==> src/rtl/core/bptc_pkg.sv <==
package bptc_pkg;

    // Field and configuration widths.
    localparam int RAW_W      = 24;
    localparam int OUT_W      = 32;
    localparam int CFG_IDX_W  = 3;
    localparam int CFG_DATA_W = 48;
    localparam int OSR_W      = 3;

    // Pipeline depth: three stages for the sample scaling and six for the polynomial.
    localparam int SCALE_STAGES = 3;
    localparam int POLY_STAGES  = 6;
    localparam int NUM_STAGES   = SCALE_STAGES + POLY_STAGES;

    // Scaling datapath widths.
    // The shifted and biased sample stays inside [-2^30, 2^30 - 1].
    localparam int U_W     = 31;
    localparam int V_W     = 30;
    localparam int RECIP_W = 31;
    localparam int PROD_W  = V_W + RECIP_W;
    localparam int Q_W     = 26;
    localparam int SC_W    = Q_W + 1;

    // Configuration register indexes.
    localparam logic [CFG_IDX_W-1:0] REG_TEMP_COEFFS     = 3'd0;
    localparam logic [CFG_IDX_W-1:0] REG_PRESSURE_OFFSET = 3'd1;
    localparam logic [CFG_IDX_W-1:0] REG_PRESSURE_LINEAR = 3'd2;
    localparam logic [CFG_IDX_W-1:0] REG_TEMP_CROSS      = 3'd3;
    localparam logic [CFG_IDX_W-1:0] REG_MIXED_CROSS     = 3'd4;
    localparam logic [CFG_IDX_W-1:0] REG_HIGH_ORDER      = 3'd5;
    localparam logic [CFG_IDX_W-1:0] REG_PRESS_OSR       = 3'd6;
    localparam logic [CFG_IDX_W-1:0] REG_TEMP_OSR        = 3'd7;

    // Pre-shift of the raw sample: the scale factor is m * 2^19 for the four low
    // codes and m * 2^13 for the four high codes, with m = 2^(code+1) - 1.
    localparam logic [2:0] PRE_SHIFT_LOW  = 3'd1;
    localparam logic [2:0] PRE_SHIFT_HIGH = 3'd7;

    // Reciprocals ceil(2^(30+l) / m) with l = ceil(log2(m)), exact for 30-bit dividends.
    localparam logic [RECIP_W-1:0] OSR_RECIP [8] = '{
        31'd1073741824, 31'd1431655766, 31'd1227133514, 31'd1145324613,
        31'd1108378658, 31'd1090785346, 31'd1082196485, 31'd1077952577
    };

    // Decoded calibration coefficients.
    typedef struct packed {
        logic signed [11:0] c0;
        logic signed [11:0] c1;
        logic signed [19:0] c00;
        logic signed [19:0] c10;
        logic signed [15:0] c01;
        logic signed [15:0] c11;
        logic signed [15:0] c20;
        logic signed [15:0] c21;
        logic signed [15:0] c30;
        logic [OSR_W-1:0]   press_osr;
        logic [OSR_W-1:0]   temp_osr;
    } t_coeffs;

    typedef logic [NUM_STAGES-1:0] t_stage_en;

    // Left shift that turns rawX * 2^20 / 2^s into an integer.
    function automatic logic [2:0] osr_pre_shift(input logic [OSR_W-1:0] code);
        return code[2] ? PRE_SHIFT_HIGH : PRE_SHIFT_LOW;
    endfunction

    // Rounding bias floor(m / 2) = 2^code - 1.
    function automatic logic [6:0] osr_bias(input logic [OSR_W-1:0] code);
        return 7'((8'd1 << code) - 8'd1);
    endfunction

    // Right shift after the reciprocal multiply: 30 + l.
    function automatic logic [5:0] osr_post_shift(input logic [OSR_W-1:0] code);
        return (code == 3'd0) ? 6'd30 : (6'd31 + 6'(code));
    endfunction

endpackage

==> src/rtl/core/bptc_scale.sv <==
module bptc_scale (
    input  logic                                  i_clk,
    input  logic [bptc_pkg::SCALE_STAGES-1:0]     i_en,
    input  logic [bptc_pkg::OSR_W-1:0]            i_osr_code,
    input  logic signed [bptc_pkg::RAW_W-1:0]     i_raw,
    output logic signed [bptc_pkg::SC_W-1:0]      o_scaled
);
    import bptc_pkg::*;

    // The scaled sample is floor(u / m) with u = raw * 2^(20-s) + floor(m/2).
    // Negative u is folded as ~floor(~u / m), so the divider sees only
    // non-negative values and uses an exact reciprocal multiply.

    logic signed [U_W-1:0]  w_raw_ext;
    logic signed [U_W-1:0]  w_u;
    logic                   n_neg;
    logic [V_W-1:0]         n_v;
    logic                   r_neg_a;
    logic [V_W-1:0]         r_v;
    logic [PROD_W-1:0]      n_prod;
    logic                   r_neg_b;
    logic [PROD_W-1:0]      r_prod;
    logic [PROD_W-1:0]      w_quo_full;
    logic [Q_W-1:0]         w_quo;
    logic signed [SC_W-1:0] n_scaled;
    logic signed [SC_W-1:0] r_scaled;

    // Stage 1: shift, add the rounding bias and fold the sign.
    always_comb begin
        w_raw_ext = U_W'(i_raw);
        w_u       = (w_raw_ext <<< osr_pre_shift(i_osr_code))
                    + $signed(U_W'(osr_bias(i_osr_code)));
        n_neg     = w_u[U_W-1];
        n_v       = n_neg ? ~w_u[V_W-1:0] : w_u[V_W-1:0];
    end

    // Stage 2: multiply by the reciprocal of the odd factor.
    assign n_prod = PROD_W'(r_v) * PROD_W'(OSR_RECIP[i_osr_code]);

    // Stage 3: drop the fraction and restore the sign.
    always_comb begin
        w_quo_full = r_prod >> osr_post_shift(i_osr_code);
        w_quo      = w_quo_full[Q_W-1:0];
        n_scaled   = r_neg_b ? $signed(~{1'b0, w_quo}) : $signed({1'b0, w_quo});
    end

    always_ff @(posedge i_clk) begin
        if (i_en[0]) begin
            r_neg_a <= n_neg;
            r_v     <= n_v;
        end
        if (i_en[1]) begin
            r_neg_b <= r_neg_a;
            r_prod  <= n_prod;
        end
        if (i_en[2]) begin
            r_scaled <= n_scaled;
        end
    end

    assign o_scaled = r_scaled;

endmodule

==> config.mk <==
export PLATFORM = sky130hd
export DESIGN_NAME = bptc_scale
export DESIGN_NICKNAME = d
export VERILOG_FILES = /design/src/rtl/core/bptc_pkg.sv /design/src/rtl/core/bptc_scale.sv
export SDC_FILE = /design/constraint.sdc
export NUM_CORES = 2
export LEC_CHECK = 0
export BUFFER_PORTS_ARGS = -buffer_cell sky130_fd_sc_hd__buf_2
export CORE_MARGIN = 2
export CORE_UTILIZATION = 35
export CTS_CLUSTER_DIAMETER = 120
export DETAILED_ROUTE_END_ITERATION = 7
export MAX_ROUTING_LAYER = met4
export SLEW_MARGIN = 20
export SYNTH_ARGS = -nofsm -noshare
export SYNTH_HDL_FRONTEND = slang
export SYNTH_SLANG_ARGS = --single-unit
==> constraint.sdc <==
create_clock -name i_clk -period 13.55 [get_ports i_clk]
set_clock_uncertainty 0.15 [all_clocks]
set_input_delay 2.0325 -clock i_clk [delete_from_list [all_inputs] [get_ports i_clk]]
set_output_delay 2.0325 -clock i_clk [all_outputs]
set_load 0.01 [all_outputs]
==> out/metrics.yaml <==
outcome:
  run_status: "finished clean"
sta:
  max_slew_violation_count: 0
  final_min_period_ps: 11670
  period_share: 0.862
  worst_pin_slew_ps: 1060
  max_freq_mhz: 85.7
  hold_violation_total_from_the_final_report: 0
  rsz0062_at_grt: "false"
  relSlewSlack: 0.288
  sum_of_negative_setup_slack_ps: 0
  setup_viol: 0
setup_path:
  reg2reg_slack_ps: 4180
  worst_setup_path_startpoint: "i_osr_code[0]"
  critical-path-max-stage-delay_ps: 620
  cp_common_cell: "fa_1"
  critPathSlowestCell: "a211oi_1"
  path_max_fanout: 22
  r2r-start: "r_v[4]"
  endpoint_of_the_most_critical_setup_path: "r_prod[58]"
  crit_arrival_ps: 11650
  timing.setup.critical_path_class: "in -> reg"
  reg2reg_end: "r_prod[58]"
  worstPathRequired_ps: 13520
  worst_r2r_path_depth: 23
  timing.critical_path.from_type: "input port"
  end_kind: "register"
clock_network:
  clock_tree.htree_level_count: 3
  worst_path_clk_slew_ps: 70
  cts_buffer_depth: 2
  clk_latency_ps: 370
  cts-root-buf: "clkbuf_16"
  cts.sinks: 112
  cts_inserted_buffers: 9
  cts_post_setup_buffers_inserted: 0
  clock_tree_from_tritoncts: "yes"
  cts-hold-fix-buffers: 0
  ctsResizeCount: 0
floorplanning:
  initial_core_util: 0.354
  die_area_sq_um: 98600
  die_width_um: 314
  die_y_um: 314
  fp-row-count: 113
  floorplan.io_pins: 58
  floorplan.core_area_sq_um: 95200
yosys:
  yosys_most_used_dff: "edfxtp_1"
  synth_enable_flop_cells: 112
  synth_nets: 4647
  ys_warn_count: 0
  number_of_register_bits_inferred_by_synthesis: 112
  synthesis.area_per_instance_sq_um: 9.37
  postSynthCellCount: 3591
  netlist_area_sq_um: 33600
  ys_seq_area_frac: 0.100
  async_reset_ff_frac: 0
  yosys.cell_types.count: 72
global_route:
  grt-ovfl-total: 0
  via_count_of_the_first_global_routing_pass: 26100
  grtUsageTotal: 0.242
  pin_count_of_the_biggest_net_entering_global_routing: 66
  wire_length_of_the_first_global_routing_pass_mm: 170
  initial_antenna_violation_count: 8
detailed_routing:
  detail_route.wirelength_mm: 114
  drc: 0
  routed-via-count: 25300
  detail_route.wl_per_cell_um: 23.7
  detail_route.vias_per_cell: 5.23
  drt_iter0_markers: 2577
  ant_nets: 0
  detailed_routing_iterations_pass_1: 6
final_layout:
  layout-drive-gt1-share: 0.0497
  mostFrequentLayoutCell: "inv_1"
  final_net_count: 4610
  area_delta_synth_final_pct: 5.71
  mostFrequentLayoutCells: "858 x inv_1, 614 x fa_1, 430 x nand2_1, 409 x ha_1, 146 x and2_1"
worst_hold_path:
  timing.hold.worst.class: "reg -> reg"
  holdCritStartpoint: "r_neg_a"
placement:
  gp_routability_congestion: 1.01
  dp_hpwl_mm: 98.2
  portBuffers: 57
job:
  maxCapViolations: 0
kinds of logic after synthesis:
group / after synthesis / share of synthesized area
xor+xnor: 152 / 0.0396
buf+inv: 999 / 0.114
mux: 121 / 0.0488
simple gates: 845 / 0.116
flops: 112 / 0.100
compound gates: 337 / 0.0633
fa+ha+maj: 1025 / 0.518
how the worst min path moves through the flow:
| stage | to | slack, ps | depth (start not counted) |
|---|---|---|---|
| finish | r_neg_b | 280 | 0 |
| global route | r_neg_b | 300 | 0 |
| CTS | r_neg_b | 270 | 0 |
| detailed placement | r_neg_b | 260 | 0 |
| global placement | r_neg_b | 250 | 0 |
| floorplan | r_neg_b | 250 | 0 |
worst max-delay path, delay by kind of cell:
kind | cells | cell delay (ps)
AOI/OAI and AO/OA | 6 | 2180
xor gates and xnor gates | 1 | 150
adders and majority gates | 10 | 4700
buffers and inverters | 9 | 1690
and+or+nand+nor | 4 | 870
flip-flops by register name (all words and copies together) (netlist names):
name	flops
r_v	30
o_scaled	27
r_neg_a	1
r_prod	53
r_neg_b	1
layer usage:
layer	part of all wire	global-route usage	up-vias
met5	0	-	-
met4	0.033	0.0670	0
met3	0.093	0.0633	167
met2	0.45	0.363	1181
met1	0.42	0.324	12800
li1	-	-	11100
layout make-up:
class | instances | area (sq um)
clock inverter | 5 | 106
fill | 9735 | 59600
multi-input combinational | 2480 | 26500
sequential | 112 | 3360
tap | 1265 | 1580
antenna | 6 | 15.0
timing repair buffer | 90 | 536
clock buffer | 10 | 229
inverter | 861 | 3230
per-stage QoR:
step	utilization	instances	hold slack [ps]	setup slack (ps)	cell area (sq um)
2_1_floorplan	-	3591	250	2960	33600
4_1_cts	0.374	4823	273	2080	35500
3_5_place_dp	0.370	4808	256	1710	35200
6_report	0.374	4829	275	1880	35600
5_1_grt	0.374	4828	299	1520	35600
3_3_place_gp	0.370	4808	253	1780	35200
Yosys cell counts (11+ instances only):
cell | n | area share
inv_1 | 859 | 0.096
fa_1 | 614 | 0.37
nand2_1 | 430 | 0.048
ha_1 | 411 | 0.15
and2_1 | 146 | 0.027
edfxtp_1 | 112 | 0.10
nor2_1 | 107 | 0.012
xnor2_1 | 105 | 0.027
a21oi_1 | 103 | 0.015
clkbuf_1 | 103 | 0.011
mux2i_1 | 82 | 0.024
o21ai_0 | 76 | 0.011
xor2_1 | 47 | 0.012
nand3_1 | 42 | 0.0062
mux4_2 | 34 | 0.023
a21o_1 | 30 | 0.0067
nand4_1 | 18 | 0.0033
nand2b_1 | 17 | 0.0032
nor2b_1 | 17 | 0.0032
and3_1 | 16 | 0.0030
nor3_1 | 15 | 0.0022
a31oi_1 | 14 | 0.0026
o211ai_1 | 14 | 0.0031
o21a_1 | 12 | 0.0027
o21bai_1 | 12 | 0.0027
or2_2 | 12 | 0.0022
a211oi_1 | 11 | 0.0025
buf_1 | 11 | 0.0012
Power is not shown: default switching activity piles up to over one toggle a cycle in this logic, so the estimate is an artifact.
