[config.mk]
export PLATFORM = sky130hd
export DESIGN_NAME = bptc_pipe_ctrl
export DESIGN_NICKNAME = d
export VERILOG_FILES = /design/src/rtl/core/bptc_pkg.sv /design/src/rtl/core/bptc_pipe_ctrl.sv
export SDC_FILE = /design/constraint.sdc
export NUM_CORES = 1
export LEC_CHECK = 0
export ABC_AREA = 1
export ABC_CLOCK_PERIOD_IN_PS = 2600
export BUFFER_PORTS_ARGS = -buffer_cell sky130_fd_sc_hd__buf_4
export CAP_MARGIN = 10
export CORE_AREA = 2 2 39 41
export DETAILED_ROUTE_END_ITERATION = 8
export DIE_AREA = 0 0 41 43
export GPL_TIMING_DRIVEN = 0
export HOLD_SLACK_MARGIN = 0.03
export MAX_ROUTING_LAYER = met4
export PLACE_DENSITY = 0.55
export REMOVE_ABC_BUFFERS = 1
export SETUP_SLACK_MARGIN = 0.05
export SYNTH_ARGS = -nofsm -noshare
export SYNTH_HDL_FRONTEND = slang
export SYNTH_SLANG_ARGS = --single-unit
export TNS_END_PERCENT = 5
[constraint.sdc]
create_clock -name i_clk -period 2.6 [get_ports i_clk]
set_input_delay 0.52 -clock i_clk [delete_from_list [all_inputs] [get_ports i_clk]]
set_output_delay 0.52 -clock i_clk [all_outputs]
set_load 0.1 [all_outputs]
[src/rtl/core/bptc_pkg.sv]
package bptc_pkg;

    // Field and configuration widths.
    localparam int RAW_W      = 24;
    localparam int OUT_W      = 32;
    localparam int CFG_IDX_W  = 3;
    localparam int CFG_DATA_W = 48;
    localparam int OSR_W      = 3;

    // Pipeline depth: three stages for the sample scaling and six for the polynomial.
    localparam int SCALE_STAGES = 3;
    localparam int POLY_STAGES  = 6;
    localparam int NUM_STAGES   = SCALE_STAGES + POLY_STAGES;

    // Scaling datapath widths.
    // The shifted and biased sample stays inside [-2^30, 2^30 - 1].
    localparam int U_W     = 31;
    localparam int V_W     = 30;
    localparam int RECIP_W = 31;
    localparam int PROD_W  = V_W + RECIP_W;
    localparam int Q_W     = 26;
    localparam int SC_W    = Q_W + 1;

    // Configuration register indexes.
    localparam logic [CFG_IDX_W-1:0] REG_TEMP_COEFFS     = 3'd0;
    localparam logic [CFG_IDX_W-1:0] REG_PRESSURE_OFFSET = 3'd1;
    localparam logic [CFG_IDX_W-1:0] REG_PRESSURE_LINEAR = 3'd2;
    localparam logic [CFG_IDX_W-1:0] REG_TEMP_CROSS      = 3'd3;
    localparam logic [CFG_IDX_W-1:0] REG_MIXED_CROSS     = 3'd4;
    localparam logic [CFG_IDX_W-1:0] REG_HIGH_ORDER      = 3'd5;
    localparam logic [CFG_IDX_W-1:0] REG_PRESS_OSR       = 3'd6;
    localparam logic [CFG_IDX_W-1:0] REG_TEMP_OSR        = 3'd7;

    // Pre-shift of the raw sample: the scale factor is m * 2^19 for the four low
    // codes and m * 2^13 for the four high codes, with m = 2^(code+1) - 1.
    localparam logic [2:0] PRE_SHIFT_LOW  = 3'd1;
    localparam logic [2:0] PRE_SHIFT_HIGH = 3'd7;

    // Reciprocals ceil(2^(30+l) / m) with l = ceil(log2(m)), exact for 30-bit dividends.
    localparam logic [RECIP_W-1:0] OSR_RECIP [8] = '{
        31'd1073741824, 31'd1431655766, 31'd1227133514, 31'd1145324613,
        31'd1108378658, 31'd1090785346, 31'd1082196485, 31'd1077952577
    };

    // Decoded calibration coefficients.
    typedef struct packed {
        logic signed [11:0] c0;
        logic signed [11:0] c1;
        logic signed [19:0] c00;
        logic signed [19:0] c10;
        logic signed [15:0] c01;
        logic signed [15:0] c11;
        logic signed [15:0] c20;
        logic signed [15:0] c21;
        logic signed [15:0] c30;
        logic [OSR_W-1:0]   press_osr;
        logic [OSR_W-1:0]   temp_osr;
    } t_coeffs;

    typedef logic [NUM_STAGES-1:0] t_stage_en;

    // Left shift that turns rawX * 2^20 / 2^s into an integer.
    function automatic logic [2:0] osr_pre_shift(input logic [OSR_W-1:0] code);
        return code[2] ? PRE_SHIFT_HIGH : PRE_SHIFT_LOW;
    endfunction

    // Rounding bias floor(m / 2) = 2^code - 1.
    function automatic logic [6:0] osr_bias(input logic [OSR_W-1:0] code);
        return 7'((8'd1 << code) - 8'd1);
    endfunction

    // Right shift after the reciprocal multiply: 30 + l.
    function automatic logic [5:0] osr_post_shift(input logic [OSR_W-1:0] code);
        return (code == 3'd0) ? 6'd30 : (6'd31 + 6'(code));
    endfunction

endpackage

[src/rtl/core/bptc_pipe_ctrl.sv]
module bptc_pipe_ctrl (
    input  logic                  i_clk,
    input  logic                  i_rst_n,
    input  logic                  i_in_valid,
    input  logic                  i_out_stall,
    output bptc_pkg::t_stage_en   o_en,
    output logic                  o_out_valid
);
    import bptc_pkg::*;

    logic [NUM_STAGES-1:0] r_valid;
    logic [NUM_STAGES-1:0] n_valid;
    t_stage_en             w_en;

    // A stage loads when it is empty or when the stage after it moves on,
    // so bubbles are squeezed out while the output waits.
    always_comb begin
        w_en[NUM_STAGES-1] = !r_valid[NUM_STAGES-1] || !i_out_stall;
        for (int k = NUM_STAGES - 2; k >= 0; k--) begin
            w_en[k] = !r_valid[k] || w_en[k+1];
        end
        n_valid[0] = i_in_valid;
        for (int k = 1; k < NUM_STAGES; k++) begin
            n_valid[k] = r_valid[k-1];
        end
    end

    // Valid bits travel with the data.
    always_ff @(posedge i_clk) begin
        if (!i_rst_n) begin
            r_valid <= '0;
        end else begin
            for (int k = 0; k < NUM_STAGES; k++) begin
                if (w_en[k]) begin
                    r_valid[k] <= n_valid[k];
                end
            end
        end
    end

    assign o_en        = w_en;
    assign o_out_valid = r_valid[NUM_STAGES-1];

endmodule

==> results of run 1 <==
per-stage QoR:
| stage | utilization, % | total power, uW | hold WS, ns | setup WS (ns) |
|---|---|---|---|---|
| finish | 36.3 | 255 | 0.462 | 0.635 |
| global route | 36.3 | 267 | 0.479 | 0.522 |
| CTS | 36.3 | 261 | 0.466 | 0.594 |
| detailed placement | 34.4 | 155 | 0.458 | 0.618 |
| global placement | 34.4 | 155 | 0.456 | 0.633 |
| floorplan | - | 150 | 0.442 | -1.07 |
power by group through the flow:
stage          clock network [uW]  registers (uW)  logic (uW)
2_1_floorplan                   0             145        4.32
5_1_grt                       114             143        9.77
6_report                      104             143        8.82
3_5_place_dp                    0             146        8.98
3_3_place_gp                    0             146        9.06
4_1_cts                       109             143        9.02
worst max-delay path: stages, from the launching register on:
cell and delay, ns:
dfxtp_1 0.34, nand2_2 0.08, nor2_4 0.12, nand4_4 0.11, nor2_4 0.16, nand4_2 0.12
buf_4 0.26
cells in the final DEF, fill, tap and decap left out:
cell type,netlist,final
a21oi_2,1,1
nand4_4,1,1
dfxtp_1,9,9
nor2_4,2,2
nand3_2,1,1
clkbuf_1,0,1
nand2_1,2,2
nand2_2,1,1
o21a_1,1,1
buf_4,0,13
nand4_2,1,1
inv_1,11,11
a21oi_1,6,6
clkbuf_4,0,3
nor2_1,3,3
path summary, 6_finish.rpt:
kind                 to  slack, ns  depth (start not counted)
min          r_valid[1]       0.46                          2
max             o_en[0]       0.63                          6
max reg2reg  r_valid[0]       1.49                          6
min reg2reg  r_valid[1]       0.46                          2
Yosys cell counts (all sizes together):
cell   count  area share (%)
dfxtp      9              50
inv       11              11
a21oi      7              11
nor2       5             9.4
nand4      2             9.4
nand3      1             2.8
nand2      3             3.8
o21a       1             2.1
logic make-up (layout without fill, tap and decap cells):
family | count (synthesis) | after routing | synth area share [%]
AND/OR/NAND/NOR | 11 | 11 | 25.4
flip-flops | 9 | 9 | 50.2
buffers and inverters | 11 | 28 | 11.5
AO/OA/AOI/OAI | 8 | 8 | 12.9
metal layers:
metal,track usage [%],vias to the layer above,share of wire (%)
met1,8.71,116,43
met4,8.00,0,0
met2,11.9,14,44
met3,3.14,0,13
met5,-,-,0
li1,-,155,-
cell type report:
class	instances	area share (%)
repair buffers	13	19.4
clock buffers	4	5.22
multi-input cells	19	27.4
well taps	16	3.98
inverters	11	8.21
flip-flops and latches	9	35.8
==> results by group, run 1 <==
Power
  – Clock share of power: 40.6%
  – LEAKAGE: 0.000204 uW
  – Combinational share of power: 3.5%
  – Sw frac: 20.1%
  – Power per cell area: 507 nW/um^2
  – P_sw: 51.1 uW
  – Maximum VDD drop: 0.000303 V
  – Internal power: 204 uW
  – Sequential power share: 55.9%

Detailed routing
  – Total wire length: 588 um
  – Via density per instance: 3.96
  – Antenna Nets Post-Route: 0
  – Drc violations: 0
  – Via count: 285
  – 1st-iter DRT viols: 2
  – WL/cell: 8.17 um
  – DR pass1 iterations: 4

Job
  – Max-cap violations: 0

Floorplan
  – DIE WIDTH: 41 um
  – Die span in y: 43 um
  – Rows: 14
  – Ports: 14
  – Initial Util: 25.9%
  – Die area: 1760 um^2
  – Core area: 1380 um^2

Global routing
  – First-pass GRT wire length: 952 um
  – Total track usage: 8.55%
  – Grt ovf: 0
  – Initial antenna violation count: 0
  – Vias in the first global route: 279
  – Largest net degree at the start of global routing: 9

Finish
  – Synthesis-to-finish area growth: 40.1%
  – Register area: 180 um^2
  – Max reg flops: 9
  – Top reg by flops: r_valid
  – Final Cell Area: 503 um^2
  – Final cell count without fillers: 72
  – N_diodes: 0
  – Share of cells above drive strength 1: 41.1%
  – Multi-input gate area: 138 um^2
  – Fin nets: 61
  – Fill count: 148
  – Top flop regs: r_valid: 9 flops

Setup path
  – Startpoint Class: register
  – Critical path class: reg2out
  – Worst setup path startpoint: r_valid[8]
  – CP Max Fanout: 5
  – Reg2reg start: r_valid[8]
  – CP arrival: 1.45 ns
  – Worst path required time: 2.08 ns
  – Crit. End Element: output pin

Placed design
  – Placer Congestion: 0.611
  – Dpl cell area: 477 um^2
  – # placed instances: 68
  – Port buffer count: 13
  – Final HPWL from detailed placement: 487 um

Logic synthesis
  – Avg Cell Area, Syn: 9.21 um^2
  – Synth Warn #: 0
  – Sequential-to-total area share from yosys stat: 50.2%
  – Synthesized cell area: 359 um^2
  – Synth Instances: 39
  – Seq cells post-synth: 9
  – Synth cell types: 12

Min path
  – HP Start: r_valid[0]
  – Hold Path Class: reg2reg

Clocking
  – Clk slew on worst S/H paths: 0.06 ns
  – CTS Buffer Depth: 2
  – Post-CTS Setup Inserts: 0
  – Root Buffer: clkbuf_4
  – Cts repair resizes: 0
  – Cts hold-fix bufs: 0
  – CTS tree: built
  – CTS Sinks: 9
  – TritonCTS buffer count: 3
  – H-tree Lvls: 1
  – Clock latency at the later pin of the worst-skew pair: 0.25 ns

Status
  – Status: complete, no violations

STA
  – Fin crit period: 1.97 ns
  – Slew Viols, Final: 0
  – Count of final setup violators: 0
  – Final period util: 75.6%
  – Clock Skews: 0.00168 ns
  – Setup TNS: 0 ns
  – Max_slew headroom: 81.5%
  – RSZ-0062 raised after global routing: false
  – Hold Fails Final Rpt: 0
  – Highest clock rate: 509 MHz
  – Worst-margin pin slew: 0.280 ns
Power figures use the tool's default switching activity.
==> inputs of run 2 (changes only) <==
- ABC_CLOCK_PERIOD_IN_PS: 2600 -> 1800
- PLACE_DENSITY: 0.55 -> 0.57
- clock period: 2.6 -> 1.8 ns (I/O delays scaled with it)
==> run 2 against run 1 <==
  * First-iteration DRC count rose by 100%
  * Cell count rose by 5.6%
  * Die area did not move
  * Design area rose by 12%
  * Register-to-register slack got worse by 1.0 ns
  * Worst hold slack got worse by 0.14 ns
  * Sequential share of layout area fell by 3.7 points
  * Routed wire length rose by 10%
  * Via count rose by 9.5%
  * Count of clock-buffer cells in the layout did not move
  * Clock power rose by 42%
  * Utilization rose by 4.5 points
  * Highest routed layer unchanged
==> results by group, run 2 (synthesis gave the netlist of run 1 again) <==
Finish
  – Most frequent cells in the layout: buf_4 (14), inv_1 (11), dfxtp_1 (8)
  – Commonest non-fill, non-tap cell in the layout: buf_4
  – Share of cells above drive strength 1: 48.3%
  – N_diodes: 0
  – Top flop regs: r_valid: 9 flops
  – Max reg flops: 9
  – Top reg by flops: r_valid
  – Fin nets: 65
  – Final Cell Area: 566 um^2
  – Final cell count without fillers: 76
  – Synthesis-to-finish area growth: 57.5%

Setup path
  – Crit. End Element: output pin
  – Critical path class: reg2out
  – CP Cell Sequence: nand2_2 > nor2_4 > nand4_4 > nor2_4 > nand4_4 > buf_12
  – CP peak stage delay: 0.33 ns
  – CP max-delay cell: dfxtp_2
  – R2R Path End: r_valid[0]
  – CP Max Fanout: 5
  – Reg2reg start: r_valid[8]
  – Startpoint Class: register
  – Worst path required time: 1.44 ns
  – Worst Reg2Reg Path Length in Cells: 8
  – R2r setup slk: 0.46 ns
  – CP arrival: 1.35 ns

Detailed routing
  – 1st-iter DRT viols: 4
  – DR pass1 iterations: 2
  – Antenna Nets Post-Route: 0
  – Total wire length: 649 um
  – Via density per instance: 4.11
  – Drc violations: 0
  – Via count: 312
  – WL/cell: 8.54 um

Clocking
  – CTS Sinks: 9
  – Cts hold-fix bufs: 0
  – TritonCTS buffer count: 3
  – CTS Buffer Depth: 2
  – H-tree Lvls: 1
  – CTS tree: built
  – Clock latency at the later pin of the worst-skew pair: 0.25 ns
  – Clk slew on worst S/H paths: 0.06 ns
  – Root Buffer: clkbuf_4

STA
  – Hold Worst Slack: 0.318 ns
  – Fin crit period: 1.71 ns
  – Max_slew headroom: 82.3%
  – Worst-margin pin slew: 0.265 ns
  – RSZ-0062 raised after global routing: true
  – Hold Fails Final Rpt: 0
  – Slew Viols, Final: 0
  – Clock Skews: 0.00117 ns
  – Final period util: 95.2%
  – Count of final setup violators: 0
  – Highest clock rate: 584 MHz

Global routing
  – Largest net degree at the start of global routing: 9
  – Total track usage: 8.76%
  – First-pass GRT wire length: 979 um
  – Initial antenna violation count: 0
  – Grt ovf: 0
  – Vias in the first global route: 278

Min path
  – Hold Path Class: in2reg
  – Hold endpoint: r_valid[3]
  – WHS Path Cells: 2
  – HP Start: i_rst_n

Floorplan
  – Initial Util: 25.9%
  – Ports: 14
  – DIE WIDTH: 41 um
  – Core area: 1380 um^2
  – Rows: 14
  – Die area: 1760 um^2
  – Die span in y: 43 um

Status
  – Status: complete, no violations

Power
  – Sequential power share: 56.2%
  – Sw frac: 20.1%
  – LEAKAGE: 0.000239 uW
  – Maximum VDD drop: 0.000279 V
  – Power per cell area: 651 nW/um^2
  – P_sw: 73.9 uW
  – Combinational share of power: 3.5%
  – Clock share of power: 40.3%
  – Internal power: 294 uW

Placed design
  – Placer Congestion: 0.605
  – Port buffer count: 13
  – Final HPWL from detailed placement: 461 um
  – # placed instances: 68
  – Dpl cell area: 477 um^2

Job
  – Max-cap violations: 0
run 2: worst max-delay path, delay by kind of cell, from the launching register on:
| kind | cells | cell delay (ns) |
|---|---|---|
| simple gates | 5 | 0.57 |
| flops | 1 | 0.33 |
| buf+inv | 1 | 0.19 |
run 2: what timing repair did:
item                                    4_1_cts  5_1_grt
pin swaps                                     1        1
endpoints found under the setup margin        4        6
resized for setup                             7        1
endpoints found under the hold margin         0        0
setup buffers                                 3        1
run 2: metal layers:
metal	GRT usage, %	up-vias	part of all wire [%]
li1	-	162	-
met1	9.39	137	43
met2	12.8	13	47
met3	3.14	0	10
met4	6.00	0	0
met5	-	-	0
run 2: cell type report:
class / count / area, um^2
Clock buffer: 4 / 26.3
Multi-Input combinational cell: 19 / 149
Fill cell: 141 / 818
Timing Repair Buffer: 17 / 148
Inverter: 11 / 41.3
Sequential cell: 9 / 181
Tap cell: 16 / 20.0
run 2: power groups by stage:
stage | Combinational [uW] | Clock [uW] | Sequential [uW]
4_1_cts | 13.3 | 158 | 207
5_1_grt | 14.6 | 167 | 207
2_1_floorplan | 6.24 | 0 | 210
6_report | 13.0 | 148 | 207
3_3_place_gp | 13.0 | 0 | 210
3_5_place_dp | 13.2 | 0 | 210
run 2: worst max-delay path by stage:
stage / startpoint / endpoint / slack [ns]
6_report: r_valid[8] / o_en[0] / 0.09
5_1_grt: r_valid[8] / o_en[0] / 0.002
4_1_cts: r_valid[8] / o_en[0] / 0.04
3_5_place_dp: i_out_stall / o_en[0] / 0.16
3_3_place_gp: i_out_stall / o_en[0] / 0.15
2_1_floorplan: r_valid[8] / r_valid[5] / -1.72
run 2: metrics by stage:
stage	worst slack [ns]	total power, uW	TNS [ns]	util [%]
after floorplan	-1.72	216	-21.47	-
after global placement	0.154	223	0	34.4
after detailed placement	0.156	224	0	34.4
after CTS	0.0439	378	0	40.1
after global routing	0.00199	389	0	40.9
final	0.0868	368	0	40.9
